## src/hdl/u8d_pkg.sv

```systemverilog
package u8d_pkg;

  localparam int unsigned NumClasses = 12;
  localparam int unsigned NumStates  = 9;

  typedef logic [3:0]  u8d_state_t;
  typedef logic [3:0]  u8d_class_t;
  typedef logic [20:0] u8d_cp_t;

  localparam u8d_state_t StAccept = 4'd0;
  localparam u8d_state_t StReject = 4'd1;

  typedef enum logic [1:0] {
    ErrNone    = 2'd0,
    ErrInvalid = 2'd1,
    ErrTrunc   = 2'd2
  } u8d_err_e;

  // Next state, row per automaton state, column per byte class
  localparam u8d_state_t NextState [NumStates * NumClasses] = '{
    4'd0, 4'd1, 4'd2, 4'd3, 4'd5, 4'd8, 4'd7, 4'd1, 4'd1, 4'd1, 4'd4, 4'd6,
    4'd1, 4'd1, 4'd1, 4'd1, 4'd1, 4'd1, 4'd1, 4'd1, 4'd1, 4'd1, 4'd1, 4'd1,
    4'd1, 4'd0, 4'd1, 4'd1, 4'd1, 4'd1, 4'd1, 4'd0, 4'd1, 4'd0, 4'd1, 4'd1,
    4'd1, 4'd2, 4'd1, 4'd1, 4'd1, 4'd1, 4'd1, 4'd2, 4'd1, 4'd2, 4'd1, 4'd1,
    4'd1, 4'd1, 4'd1, 4'd1, 4'd1, 4'd1, 4'd1, 4'd2, 4'd1, 4'd1, 4'd1, 4'd1,
    4'd1, 4'd2, 4'd1, 4'd1, 4'd1, 4'd1, 4'd1, 4'd1, 4'd1, 4'd2, 4'd1, 4'd1,
    4'd1, 4'd1, 4'd1, 4'd1, 4'd1, 4'd1, 4'd1, 4'd3, 4'd1, 4'd3, 4'd1, 4'd1,
    4'd1, 4'd3, 4'd1, 4'd1, 4'd1, 4'd1, 4'd1, 4'd3, 4'd1, 4'd3, 4'd1, 4'd1,
    4'd1, 4'd3, 4'd1, 4'd1, 4'd1, 4'd1, 4'd1, 4'd1, 4'd1, 4'd1, 4'd1, 4'd1
  };

  function automatic u8d_class_t byte_class(input logic [7:0] b);
    u8d_class_t c;
    if (b < 8'h80)       c = 4'd0;
    else if (b < 8'h90)  c = 4'd1;
    else if (b < 8'hA0)  c = 4'd9;
    else if (b < 8'hC0)  c = 4'd7;
    else if (b < 8'hC2)  c = 4'd8;
    else if (b < 8'hE0)  c = 4'd2;
    else if (b == 8'hE0) c = 4'd10;
    else if (b == 8'hED) c = 4'd4;
    else if (b < 8'hF0)  c = 4'd3;
    else if (b == 8'hF0) c = 4'd11;
    else if (b < 8'hF4)  c = 4'd6;
    else if (b == 8'hF4) c = 4'd5;
    else                 c = 4'd8;
    return c;
  endfunction

  function automatic u8d_state_t next_state(input u8d_state_t s, input u8d_class_t c);
    logic [6:0] idx;
    idx = 7'(s) * 7'(NumClasses) + 7'(c);
    return NextState[idx];
  endfunction

endpackage

```

## src/hdl/u8d_in_if.sv

```systemverilog
interface u8d_in_if;
  logic       valid;
  logic       ready;
  logic [7:0] data_byte;
  logic       first_byte;
  logic       last_byte;

  modport source (output valid, output data_byte, output first_byte, output last_byte,
                  input ready);
  modport sink   (input valid, input data_byte, input first_byte, input last_byte,
                  output ready);
endinterface

```

## src/hdl/u8d_out_if.sv

```systemverilog
interface u8d_out_if;
  logic                valid;
  logic                ready;
  u8d_pkg::u8d_cp_t    code_point;
  logic                code_valid;
  logic [1:0]          error_kind;
  logic                end_of_string;

  modport source (output valid, output code_point, output code_valid, output error_kind,
                  output end_of_string, input ready);
  modport sink   (input valid, input code_point, input code_valid, input error_kind,
                  input end_of_string, output ready);
endinterface

```

## src/hdl/utf8_validating_decoder_unit.sv

```systemverilog
// Channel | Dir | Payload                                           | Transaction
// in_i    | in  | data_byte[7:0], first_byte, last_byte             | one string byte
// out_o   | out | code_point[20:0], code_valid, error_kind, end_of_string | one result
//
// One byte per cycle sustained while out_o does not stall.
// The byte goes to an input register, then class lookup, automaton step and
// accumulator update run combinationally into the result register.
// Reset puts the automaton in accept with a zero accumulator; no result is pending.
// A byte that causes no result is consumed without touching the output.
// A stall on out_o holds the pending result and the input register; in_i stays
// ready while the input register is empty.
module utf8_validating_decoder_unit (
  input  logic             clk_i,
  input  logic             rst_ni,
  u8d_in_if.sink           in_i,
  u8d_out_if.source        out_o
);

  logic       stg_vld_q;
  logic [7:0] stg_byte_q;
  logic       stg_first_q;
  logic       stg_last_q;

  u8d_pkg::u8d_state_t dfa_state_q, dfa_state_d;
  u8d_pkg::u8d_cp_t    acc_q, acc_d;

  logic               out_vld_q;
  u8d_pkg::u8d_cp_t   out_cp_q, out_cp_d;
  logic               out_cv_q, out_cv_d;
  u8d_pkg::u8d_err_e  out_err_q, out_err_d;
  logic               out_eos_q;
  logic               res_vld;

  logic advance;
  logic in_take;

  u8d_pkg::u8d_state_t old_state;
  u8d_pkg::u8d_state_t nxt_state;
  u8d_pkg::u8d_class_t cls;
  u8d_pkg::u8d_cp_t    acc_base;

  assign advance  = stg_vld_q && (!out_vld_q || out_o.ready);
  assign in_i.ready = !stg_vld_q || advance;
  assign in_take  = in_i.valid && in_i.ready;

  always_comb begin
    old_state = stg_first_q ? u8d_pkg::StAccept : dfa_state_q;
    if (old_state > 4'(u8d_pkg::NumStates - 1)) begin
      old_state = u8d_pkg::StReject;
    end
    acc_base  = stg_first_q ? '0 : acc_q;
    cls       = u8d_pkg::byte_class(stg_byte_q);
    nxt_state = u8d_pkg::next_state(old_state, cls);
    if (old_state != u8d_pkg::StAccept) begin
      acc_d = {acc_base[14:0], stg_byte_q[5:0]};
    end else begin
      acc_d = {13'd0, (8'hFF >> cls) & stg_byte_q};
    end
    dfa_state_d = nxt_state;

    out_cp_d  = '0;
    out_cv_d  = 1'b0;
    out_err_d = u8d_pkg::ErrNone;
    res_vld   = 1'b0;
    if (nxt_state == u8d_pkg::StAccept) begin
      out_cp_d = acc_d;
      out_cv_d = 1'b1;
      res_vld  = 1'b1;
    end else if (nxt_state == u8d_pkg::StReject && old_state != u8d_pkg::StReject) begin
      out_err_d = u8d_pkg::ErrInvalid;
      res_vld   = 1'b1;
    end else if (stg_last_q) begin
      out_err_d = (nxt_state == u8d_pkg::StReject) ? u8d_pkg::ErrInvalid : u8d_pkg::ErrTrunc;
      res_vld   = 1'b1;
    end
  end

  always_ff @(posedge clk_i or negedge rst_ni) begin
    if (!rst_ni) begin
      stg_vld_q   <= 1'b0;
      out_vld_q   <= 1'b0;
      dfa_state_q <= u8d_pkg::StAccept;
      acc_q       <= '0;
    end else begin
      if (in_take) begin
        stg_vld_q <= 1'b1;
      end else if (advance) begin
        stg_vld_q <= 1'b0;
      end
      if (advance) begin
        dfa_state_q <= dfa_state_d;
        acc_q       <= acc_d;
        out_vld_q   <= res_vld;
      end else if (out_o.ready) begin
        out_vld_q   <= 1'b0;
      end
    end
  end

  // Payload registers
  always_ff @(posedge clk_i) begin
    if (in_take) begin
      stg_byte_q  <= in_i.data_byte;
      stg_first_q <= in_i.first_byte;
      stg_last_q  <= in_i.last_byte;
    end
    if (advance && res_vld) begin
      out_cp_q  <= out_cp_d;
      out_cv_q  <= out_cv_d;
      out_err_q <= out_err_d;
      out_eos_q <= stg_last_q;
    end
  end

  assign out_o.valid         = out_vld_q;
  assign out_o.code_point    = out_cp_q;
  assign out_o.code_valid    = out_cv_q;
  assign out_o.error_kind    = out_err_q;
  assign out_o.end_of_string = out_eos_q;

  a_state_range: assert property (@(posedge clk_i) disable iff (!rst_ni)
    dfa_state_q <= 4'(u8d_pkg::NumStates - 1))
    else $error("automaton state out of range");

  a_code_no_err: assert property (@(posedge clk_i) disable iff (!rst_ni)
    out_vld_q && out_cv_q |-> out_err_q == u8d_pkg::ErrNone)
    else $error("code point result carries an error");

  a_err_set: assert property (@(posedge clk_i) disable iff (!rst_ni)
    out_vld_q && !out_cv_q |-> out_err_q != u8d_pkg::ErrNone && out_cp_q == '0)
    else $error("empty result without error");

  a_trunc_eos: assert property (@(posedge clk_i) disable iff (!rst_ni)
    out_vld_q && out_err_q == u8d_pkg::ErrTrunc |-> out_eos_q)
    else $error("truncation reported before end of string");

  a_stall_hold: assert property (@(posedge clk_i) disable iff (!rst_ni)
    stg_vld_q && !advance |=> stg_vld_q && $stable(stg_byte_q))
    else $error("input register lost a byte under stall");

endmodule

```

## src/flat_wrapper.sv

```systemverilog
// flat-port wrapper written by rule: the top's interface ports become plain ports
module utf8_validating_decoder_unit_flat 
  (clk_i, rst_ni, in_i_valid, in_i_data_byte, in_i_first_byte, in_i_last_byte, in_i_ready, out_o_valid, out_o_code_point, out_o_code_valid, out_o_error_kind, out_o_end_of_string, out_o_ready);
  u8d_in_if in_i_i ();
  u8d_out_if out_o_i ();
  input  logic clk_i;
  input  logic rst_ni;
  input wire logic [$bits(in_i_i.valid)-1:0] in_i_valid;
  input wire logic [$bits(in_i_i.data_byte)-1:0] in_i_data_byte;
  input wire logic [$bits(in_i_i.first_byte)-1:0] in_i_first_byte;
  input wire logic [$bits(in_i_i.last_byte)-1:0] in_i_last_byte;
  output wire logic [$bits(in_i_i.ready)-1:0] in_i_ready;
  output wire logic [$bits(out_o_i.valid)-1:0] out_o_valid;
  output wire logic [$bits(out_o_i.code_point)-1:0] out_o_code_point;
  output wire logic [$bits(out_o_i.code_valid)-1:0] out_o_code_valid;
  output wire logic [$bits(out_o_i.error_kind)-1:0] out_o_error_kind;
  output wire logic [$bits(out_o_i.end_of_string)-1:0] out_o_end_of_string;
  input wire logic [$bits(out_o_i.ready)-1:0] out_o_ready;
  assign in_i_i.valid = in_i_valid;
  assign in_i_i.data_byte = in_i_data_byte;
  assign in_i_i.first_byte = in_i_first_byte;
  assign in_i_i.last_byte = in_i_last_byte;
  assign in_i_ready = in_i_i.ready;
  assign out_o_valid = out_o_i.valid;
  assign out_o_code_point = out_o_i.code_point;
  assign out_o_code_valid = out_o_i.code_valid;
  assign out_o_error_kind = out_o_i.error_kind;
  assign out_o_end_of_string = out_o_i.end_of_string;
  assign out_o_i.ready = out_o_ready;
  utf8_validating_decoder_unit u_core (.clk_i(clk_i), .rst_ni(rst_ni), .in_i(in_i_i), .out_o(out_o_i));
endmodule
```

## config.mk

```make
export PLATFORM = sky130hd
export DESIGN_NAME = utf8_validating_decoder_unit_flat
export DESIGN_NICKNAME = d
export VERILOG_FILES = /design/src/hdl/u8d_pkg.sv /design/src/hdl/u8d_in_if.sv /design/src/hdl/u8d_out_if.sv /design/src/hdl/utf8_validating_decoder_unit.sv /design/src/flat_wrapper.sv
export SDC_FILE = /design/constraint.sdc
export NUM_CORES = 1
export LEC_CHECK = 0
export BUFFER_PORTS_ARGS = -buffer_cell sky130_fd_sc_hd__buf_2
export CORE_MARGIN = 2
export CORE_UTILIZATION = 45
export DETAILED_ROUTE_END_ITERATION = 10
export PLACE_DENSITY_LB_ADDON = 0.2
export SLEW_MARGIN = 20
export SYNTH_ARGS = -nofsm -noshare
export SYNTH_HDL_FRONTEND = slang
export SYNTH_SLANG_ARGS = --single-unit
export TNS_END_PERCENT = 5
```

## constraint.sdc

```tcl
create_clock -name clk_i -period 7.5 [get_ports clk_i]
set_clock_uncertainty 0.2 [all_clocks]
set_input_delay 1.125 -clock clk_i [delete_from_list [all_inputs] [get_ports clk_i]]
set_output_delay 1.125 -clock clk_i [all_outputs]
set_load 0.005 [all_outputs]
```

# After elaboration in Yosys (flattened, before gate mapping)
# Memory sizes are Yosys's and may differ from the RTL's.
# Cells that the tools add are included.
# totals
output_inout_bits	27
elab_cells	77
reg_bits	56
memories	1
input_bits	14
rom_bits	512
# mem_list
name	words	word_bits	rd	rd_ports_with_merged_regs	wr	line	rtl
(name not given)	128	4	1	0	0	u8d_pkg.sv:53	return NextState[idx];
# op_classes
n_bitwise	3
order_cmp	10
n_reduce_logical	13
multipliers	1
n_eq_ne	6
shifts	1
n_addsub	1
mux	29
# op_table
operator	n
$lt A8 B8 Y1 const B	8
$mux W4	16
$eq A8 B8 Y1 const B	4
$mux W21	1
$mux W15	1
$mux W1	10
$and A8 B8 Y8	1
$ge A8 B8 Y1 const B	1
$not A7 Y8	1
$shr A8 B4 Y8 const A	1
$add A7 B4 Y7	1
$mul A4 B2 Y5 const B	1
$eq A4 B1 Y1 const B	1
$gt A4 B4 Y1 const B	1
$logic_and A1 B1 Y1	4
$logic_not A4 Y1	1
$ne A4 B1 Y1 const B	1
$reduce_bool A2 Y1	2
$reduce_bool A4 Y1	1
$reduce_or A3 Y1	1
$logic_not A1 Y1	2
$logic_or A1 B1 Y1	2
$mux W2	1
$not A1 Y1	1

# Longest topological paths before layout
# Gate-level depths: netlist (run 1).
# logic_depth
word_depth	23
ltp_mapped	18
mapped_depth_nobuf	15

# Least setup slack after synthesis (run 1)
# No wires, ideal clock.
# synth_timing
path_kind	register -> register
startpoint	register u_core.stg_first_q
endpoint	register u_core.out_cp_q[0], in the netlist u_core.out_o.code_point[0] (enable)
stages_incl_launch_ff	15
arrival_time_ns	4.949
path_buffers	2
setup_slack_ns	1.936
synth_period_minus_slack_ns	5.564
cell_sequence	edfxtp_1 nand2b_1 or4_1 buf_4 a21oi_1 nor2_1 ha_1 fa_1 clkbuf_1 nor3_1 xor2_2 or4_1 a22oi_2 o211ai_1 a21oi_1
# synth_between
elab_chain_cells	14
elab_cells_between_ends	16
cone_classes	1 x add/sub; 1 x mul; 1 x order compare; 2 x eq/ne; 6 x mux; 1 x bitwise; 3 x reduce/logical; 1 x memory
# synth_rtl
element	line	rtl
start: declaration	utf8_validating_decoder_unit.sv:21	logic stg_first_q;
start signal: assignment	utf8_validating_decoder_unit.sv:104	stg_first_q <= in_i.first_byte;
$mux W4 *	utf8_validating_decoder_unit.sv:47	old_state = stg_first_q ? u8d_pkg::StAccept : dfa_state_q;
$gt A4 B4 Y1	utf8_validating_decoder_unit.sv:48	if (old_state > 4'(u8d_pkg::NumStates - 1)) begin
$mux W4 *	utf8_validating_decoder_unit.sv:48	
$mul A4 B2 Y5	u8d_pkg.sv:52	idx = 7'(s) * 7'(NumClasses) + 7'(c);
$add A7 B4 Y7	u8d_pkg.sv:52	
$not A7 Y8 (implied by the code)	u8d_pkg.sv:53	
$mem_v2 Z128 W4	--	
$mux W4 (implied by the code) (2 in series)	u8d_pkg.sv:53	
$eq A4 B1 Y1	utf8_validating_decoder_unit.sv:69	end else if (nxt_state == u8d_pkg::StReject && old_state != u8d_pkg::StReject) begin
$logic_and A1 B1 Y1	utf8_validating_decoder_unit.sv:69	
$mux W1	utf8_validating_decoder_unit.sv:69	
$mux W1 *	utf8_validating_decoder_unit.sv:65	if (nxt_state == u8d_pkg::StAccept) begin
$logic_and A1 B1 Y1 *	utf8_validating_decoder_unit.sv:107	if (advance && res_vld) begin
end signal: assignment	utf8_validating_decoder_unit.sv:108	out_cp_q <= out_cp_d;
end: declaration	utf8_validating_decoder_unit.sv:28	u8d_pkg::u8d_cp_t out_cp_q, out_cp_d;
# Every way passes the cells marked *; elsewhere a longest branch is shown, timed or not. The select of a mux whose other input is x is not followed.
# A chain may end at the register's enable or synchronous reset.

# Worst setup path after layout (run 1)
# Ends and elaborated chain as after synthesis.

==> flow_metrics.tcl, run 1 <==
set metrics [dict create \
    placed_area_um2 3420 \
    crit_start "u_core.stg_first_q" \
    fin_area_um2 3510 \
    cp-start-kind "flip-flop" \
    wl_mm 6.40 \
    worst_slew_pin_slew_ps 926 \
    rsz0062_at_grt "false" \
    vias 2400 \
    htreeDepth 2 \
    drt_iter0_markers 163 \
    ios 41 \
    coreArea_um2 6790 \
    synth-seq-cells 56 \
    die_x_um 87.9 \
    hold_class "flip-flop to flip-flop" \
    postCtsSetupBuffers 0 \
    first_pass_iters 4 \
    portBuffers 40 \
    synth.area.top_cells "edfxtp_1, dfrtp_1, nand2_1" \
    synth_top_area_cell "edfxtp_1" \
    grt_pass1_wl_mm 10.7 \
    pre_cts_slack_ps 2320 \
    rows 30 \
    synth_edf_count 35 \
    post-route-period-util_pct 69.8 \
    grt_usage_pct 17.5 \
    synth_fp_nets 328 \
    die_area_um2 7730 \
    cts_max_path_buffers 2 \
    max_freq_mhz 191 \
    r2r_start "u_core.stg_first_q" \
    final.min_clock_period_ps 5230 \
    avgViaCountPerCell 5.56 \
    dp.final_hpwl_mm 4.80 \
    antenna_found_initial 0 \
    synth_cell_types 59 \
    root_buffer "clkbuf_8" \
    ir_drop_mv 0.0995 \
    drv_cap 0 \
    multi_input_area_um2 1450 \
    grt_max_degree 32 \
    synth-main-ff-cell "edfxtp_1" \
    path_delay_family "simple AND/OR/NAND/NOR gates" \
    hp-start "u_core.acc_q[9]" \
    gp_congestion 0.894 \
    relSlewSlack_pct 38.1 \
    p_leak_uw 0.00148 \
    fin_tns_setup_ps 0 \
    hold_viol 0 \
    fillCellCount 631 \
    ys_top_cells_by_count "edfxtp_1, nand2_1, dfrtp_1, nor2_1, o21ai_0" \
    yosys_warnings 0 \
    first_global_vias 2134 \
    critPathRequiredTime_ps 7280 \
    setup_viol 0 \
    area_delta_synth_final_pct 10.8 \
    maxSlewViolCount 0 \
    arrival_ps 5020 \
    cts_tree "yes" \
    async_reset_ff_share_pct 37.5 \
    clkSinkCount 56 \
    max_stage_delay_ps 870 \
    power_density_nw_per_um2 307 \
    diodes 0 \
    die_y_um 87.9 \
    drtAntennaViolNets 0 \
    cts_made_buffers 5 \
    ctsResizeCount 0 \
    seq_area_frac_synth_pct 49.7 \
    crit_chain "nand2b_1 -> or4_1 -> a21oi_1 -> nor2_1 -> ha_1 -> fa_1 -> nand2_1 -> or4_1 -> a31oi_1 -> o221ai_1 -> a22oi_2 -> o211ai_1 -> a21oi_2 -> buf_4" \
    postSynthCellCount 304 \
    yosys.cell_count.top_type "edfxtp_1" \
    status "finished clean" \
    drive_above_1_share_pct 18.5 \
    fin_nets 359 \
    critPathBufInv 1 \
    synthesis.area_um2 3170 \
    fin_total_pwr_uw 1080 \
    critPathKind "flip-flop to flip-flop" \
    cp_max_fo 25 \
    grt_overflow 0 \
    fin_ws_ps 2270 \
    drc 0 \
    wl_per_cell_um 14.8 \
    utilization_pct 51.7 \
    cts_hold_buf 0 \
    avgSynthCellArea_um2 10.4 \
    clkLatencyLatePin_ps 300 \
    cpMostUsedCell "or4_1" \
    end_kind "flip-flop" \
    seq_area_um2 1580 \
    clk_pin_slew_ps 100 \
    crit_path_top_delay_cell "fa_1" \
    synth_top_area_share_pct 33.2 \
    start_util_pct 46.6 \
]
## power breakdown
group	leakage (uW)	internal, uW	switching [uW]
Clock	0.0000445	66.5	97.3
Sequential	0.000614	443	49.9
Combinational	0.000826	160	262
Total	0.00148	670	409
## layout make-up
cell class	instances	area share (%)
inverters	18	1.92
repair buffers	41	5.92
multi-input cells	213	41.3
well taps	96	3.42
clock inverters	3	0.606
clock buffers	5	1.96
flip-flops and latches	56	44.9
## cells by family after synthesis
family	share of synthesized area, %
AO/OA/AOI/OAI	19.3
XOR/XNOR	3.28
adder cells (fa/ha/maj)	4.42
buffers and inverters	4.66
flip-flops	49.7
multiplexers	0.316
AND/OR/NAND/NOR	18.3
## per-layer routing
layer,global-route usage (%),up-vias,share of wire (%)
met5,0,-,0
met4,4.62,0,1.3
met3,2.17,8,3.3
met2,28.4,54,49
met1,25.1,1157,46
li1,-,1181,-
## stage by stage
step | std cells | hold slack, ps
floorplan | 304 | 250
global placement | 424 | 276
detailed placement | 424 | 283
CTS | 432 | 309
global route | 432 | 327
finish | 432 | 304
## state kept, by name, indices dropped and copies added (netlist names)
signal / flops
u_core.out_o.code_valid: 1
u_core.stg_last_q: 1
u_core.out_o.end_of_string: 1
u_core.stg_byte_q: 8
u_core.stg_first_q: 1
u_core.out_o.code_point: 21
u_core.dfa_state_q: 4
u_core.stg_vld_q: 1
u_core.out_o.error_kind: 2
u_core.acc_q: 15
u_core.out_o.valid: 1
## worst reg2reg max path, delay by kind of cell, from the launching register on
family	cells	cell delay, ps
and+or+nand+nor	5	1420
AOI/OAI and AO/OA	6	1260
adders and majority gates	2	1210
DFF	1	470
buffers and inverters	1	330
## placed cells by master (no fill, tap or decap), types with 5 or more instances in the layout
cell type  count
clkbuf_8       5
a22o_1         9
nand2b_1       7
a21oi_1        8
and2_1        16
o21ai_0       19
nand3_1        6
inv_1         18
ha_1           8
and3_1         5
nor2_1        21
dfrtp_1       21
nor3_1         6
a21o_1         6
edfxtp_1      35
nand2_1       30
o211ai_1       5
buf_2         40
## path summary, 6_finish.rpt
path	endpoint	slack, ps	cells after the start
worst max register to register	u_core.out_o.code_point[0]	2270	14
worst max-delay path	u_core.out_o.code_point[0]	2270	14
max in group asynchronous	u_core.acc_q[3]	6230	1
min in group asynchronous	u_core.acc_q[14]	560	1
worst min-delay path	u_core.acc_q[9]	300	1
worst min register to register	u_core.acc_q[9]	300	1
No activity file was read; power rests on OpenSTA's default activity.
==> run 2: changes to the inputs <==
- ABC_AREA: default -> 1
- clock period: 7.5 -> 5.2 ns (I/O delays scaled with it)
==> run 2 against run 1 <==
Die area is 7.5% lower. Maximum frequency is 25% higher. Register-to-register slack worse by 1300 ps. Routed wire length is 18% lower. Setup slack worse by 1300 ps. Critical path depth is 6 higher. Non-clock buffer count stayed put. Critical endpoint is now u_core.out_o.code_point[4].
==> flow_metrics.tcl, run 2 <==
set metrics [dict create \
    max_stage_delay_ps 430 \
    antenna_found_initial 0 \
    diodes 0 \
    setup_viol 0 \
    end_kind "flip-flop" \
    dp.final_hpwl_mm 4.05 \
    drv_cap 0 \
    drtAntennaViolNets 0 \
    grt_pass1_wl_mm 8.80 \
    r2r_cells 20 \
    async_reset_ff_share_pct 37.5 \
    worst_slew_pin_slew_ps 599 \
    r2r_start "u_core.stg_byte_q[3]" \
    rows 29 \
    ios 41 \
    drive_above_1_share_pct 19.6 \
    clkSinkCount 56 \
    status "finished clean" \
    synth-main-ff-cell "edfxtp_1" \
    ctsResizeCount 0 \
    fin_area_um2 3330 \
    critPathRequiredTime_ps 4980 \
    power_density_nw_per_um2 569 \
    clock_power_share_pct 17.5 \
    synth_top_area_share_pct 36.0 \
    drc 0 \
    final_common_cell "nand2_1" \
    rrSetupSlack_ps 1000 \
    clkLatencyLatePin_ps 310 \
    die_y_um 84.6 \
    critPathKind "flip-flop to flip-flop" \
    first_pass_iters 4 \
    portBuffers 40 \
    maxSlewViolCount 0 \
    wl_per_cell_um 11.7 \
    synth.area.top_cells "edfxtp_1, dfrtp_1, nand2_1" \
    p_seq_share_pct 39.5 \
    die_area_um2 7150 \
    cts_max_path_buffers 2 \
    start_util_pct 46.3 \
    synth_edf_count 35 \
    drt_iter0_markers 132 \
    final_cell_mix "nand2_1, inv_1, buf_2" \
    cp_max_fo 25 \
    placed_area_um2 3190 \
    avgSynthCellArea_um2 8.99 \
    avgViaCountPerCell 4.91 \
    cts_made_buffers 5 \
    r2r_end "u_core.out_o.code_point[4]" \
    area_delta_synth_final_pct 13.8 \
    postSynthCellCount 325 \
    yosys.cell_count.top_type "nand2_1" \
    relSlewSlack_pct 60.0 \
    crit_chain "nor2_1 -> inv_1 -> nand2_1 -> nand2_1 -> o311ai_0 -> nand2_1 -> inv_1 -> ha_1 -> inv_1 -> fa_1 -> nor3_1 -> xor2_1 -> and2_2 -> nand2_2 -> a21oi_4 -> nand2_1 -> nand2_1 -> nand2_1 -> inv_1 -> buf_4" \
    final.min_clock_period_ps 4200 \
    cts_hold_buf 0 \
    gp_congestion 0.869 \
    postCtsSetupBuffers 0 \
    fin_tns_setup_ps 0 \
    fin_nets 391 \
    root_buffer "clkbuf_8" \
    die_x_um 84.6 \
    arrival_ps 3980 \
    largest_register_ffs 21 \
    grt_usage_pct 15.3 \
    crit_path_top_delay_cell "edfxtp_1" \
    coreArea_um2 6310 \
    grt_max_degree 26 \
    fillCellCount 580 \
    yosys_warnings 0 \
    synthesis.area_um2 2920 \
    power.internal_uw 1150 \
    first_global_vias 1932 \
    cts_tree "yes" \
    cpMostUsedCell "nand2_1" \
    ys_top_cells_by_count "nand2_1, inv_1, nor2_1, edfxtp_1, nand3_1" \
    post-route-period-util_pct 80.8 \
    rsz0062_at_grt "false" \
    swShare_pct 39.5 \
    switchingPower_uw 747 \
    synth_top_area_cell "edfxtp_1" \
    vias 2184 \
    seq_area_frac_synth_pct 54.0 \
    max_freq_mhz 238 \
    combPwrFrac_pct 43.0 \
    htreeDepth 2 \
    synth_fp_nets 349 \
    cp-start-kind "flip-flop" \
    synth_cell_types 27 \
    synth-seq-cells 56 \
    grt_overflow 0 \
    hold_class "primary input to async pin" \
    clk_pin_slew_ps 110 \
    hold_viol 0 \
    p_leak_uw 0.00154 \
    wl_mm 5.22 \
    ir_drop_mv 0.266 \
]
[run 2: cell types whose count changed after synthesis, moves of 7 or more]
| cell | delta |
|---|---|
| and2_1 | -16 |
| nor2_1 | +17 |
| clkbuf_1 | -7 |
| nand3_1 | +24 |
| nand2_1 | +33 |
| nor2_2 | +12 |
| inv_1 | +32 |
| a22o_1 | -9 |
| nand2b_1 | -7 |
[run 2: worst max-delay path, delay by kind of cell (launching register included)]
family | cells | cell delay (ps)
flip-flops | 1 | 430
AO/OA/AOI/OAI | 2 | 610
XOR/XNOR | 1 | 340
adder cells (fa/ha/maj) | 2 | 560
buffers and inverters | 5 | 600
AND/OR/NAND/NOR | 10 | 1130
[run 2: final cells by class]
cell class,count,area [um2],share of cell area [%]
clock buffer,5,68.8,2.07
inverter,52,198,5.94
multi-input combinational,211,1110,33.4
clock inverter,3,68.8,2.07
tap,77,96.3,2.90
sequential,56,1580,47.4
timing repair buffer,41,208,6.25
[run 2: worst max path at each step]
stage,slack [ps],to,from,depth (start not counted)
after floorplan,1130,u_core.out_o.code_point[0],u_core.stg_byte_q[2],23
after global placement,1110,u_core.out_o.code_point[6],u_core.stg_byte_q[2],23
after detailed placement,1000,u_core.out_o.code_point[1],u_core.stg_byte_q[2],20
after CTS,980,u_core.out_o.code_point[2],u_core.stg_byte_q[2],20
after global routing,580,u_core.out_o.code_point[4],u_core.stg_byte_q[2],20
final,1000,u_core.out_o.code_point[4],u_core.stg_byte_q[3],20
[run 2: power groups by stage]
| stage | logic [uW] | registers (uW) | clock network (uW) |
|---|---|---|---|
| after global placement | 817 | 754 | 0 |
| after detailed placement | 821 | 755 | 0 |
| after CTS | 824 | 747 | 338 |
| after floorplan | 582 | 759 | 0 |
| after global routing | 929 | 764 | 354 |
| final | 814 | 747 | 331 |
[run 2: logic make-up after synthesis]
logic type | after synthesis | synth area share [%]
compound gates | 34 | 6.47
xor+xnor | 4 | 1.20
fa+ha+maj | 10 | 4.80
buf+inv | 58 | 8.05
flops | 56 | 54.0
simple gates | 163 | 25.5
[run 2: metal layers]
metal / track usage, % / wire length [um] / vias to the layer above / part of all wire [%]
met5: 0 / 0 / - / 0
met4: 3.90 / 44 / 0 / 0.84
met3: 2.56 / 233 / 5 / 4.5
met2: 25.4 / 2480 / 48 / 48
met1: 21.1 / 2450 / 995 / 47
li1: - / - / 1136 / -
[run 2: metrics by stage]
stage	setup WS, ps	total power (uW)	instances	hold slack [ps]	util (%)
after floorplan	1130	1340	325	249	-
after global placement	1110	1570	437	270	50.5
after detailed placement	1000	1580	437	278	50.5
after CTS	978	1910	445	219	52.7
after global routing	580	2050	445	234	52.7
final	998	1890	445	208	52.7
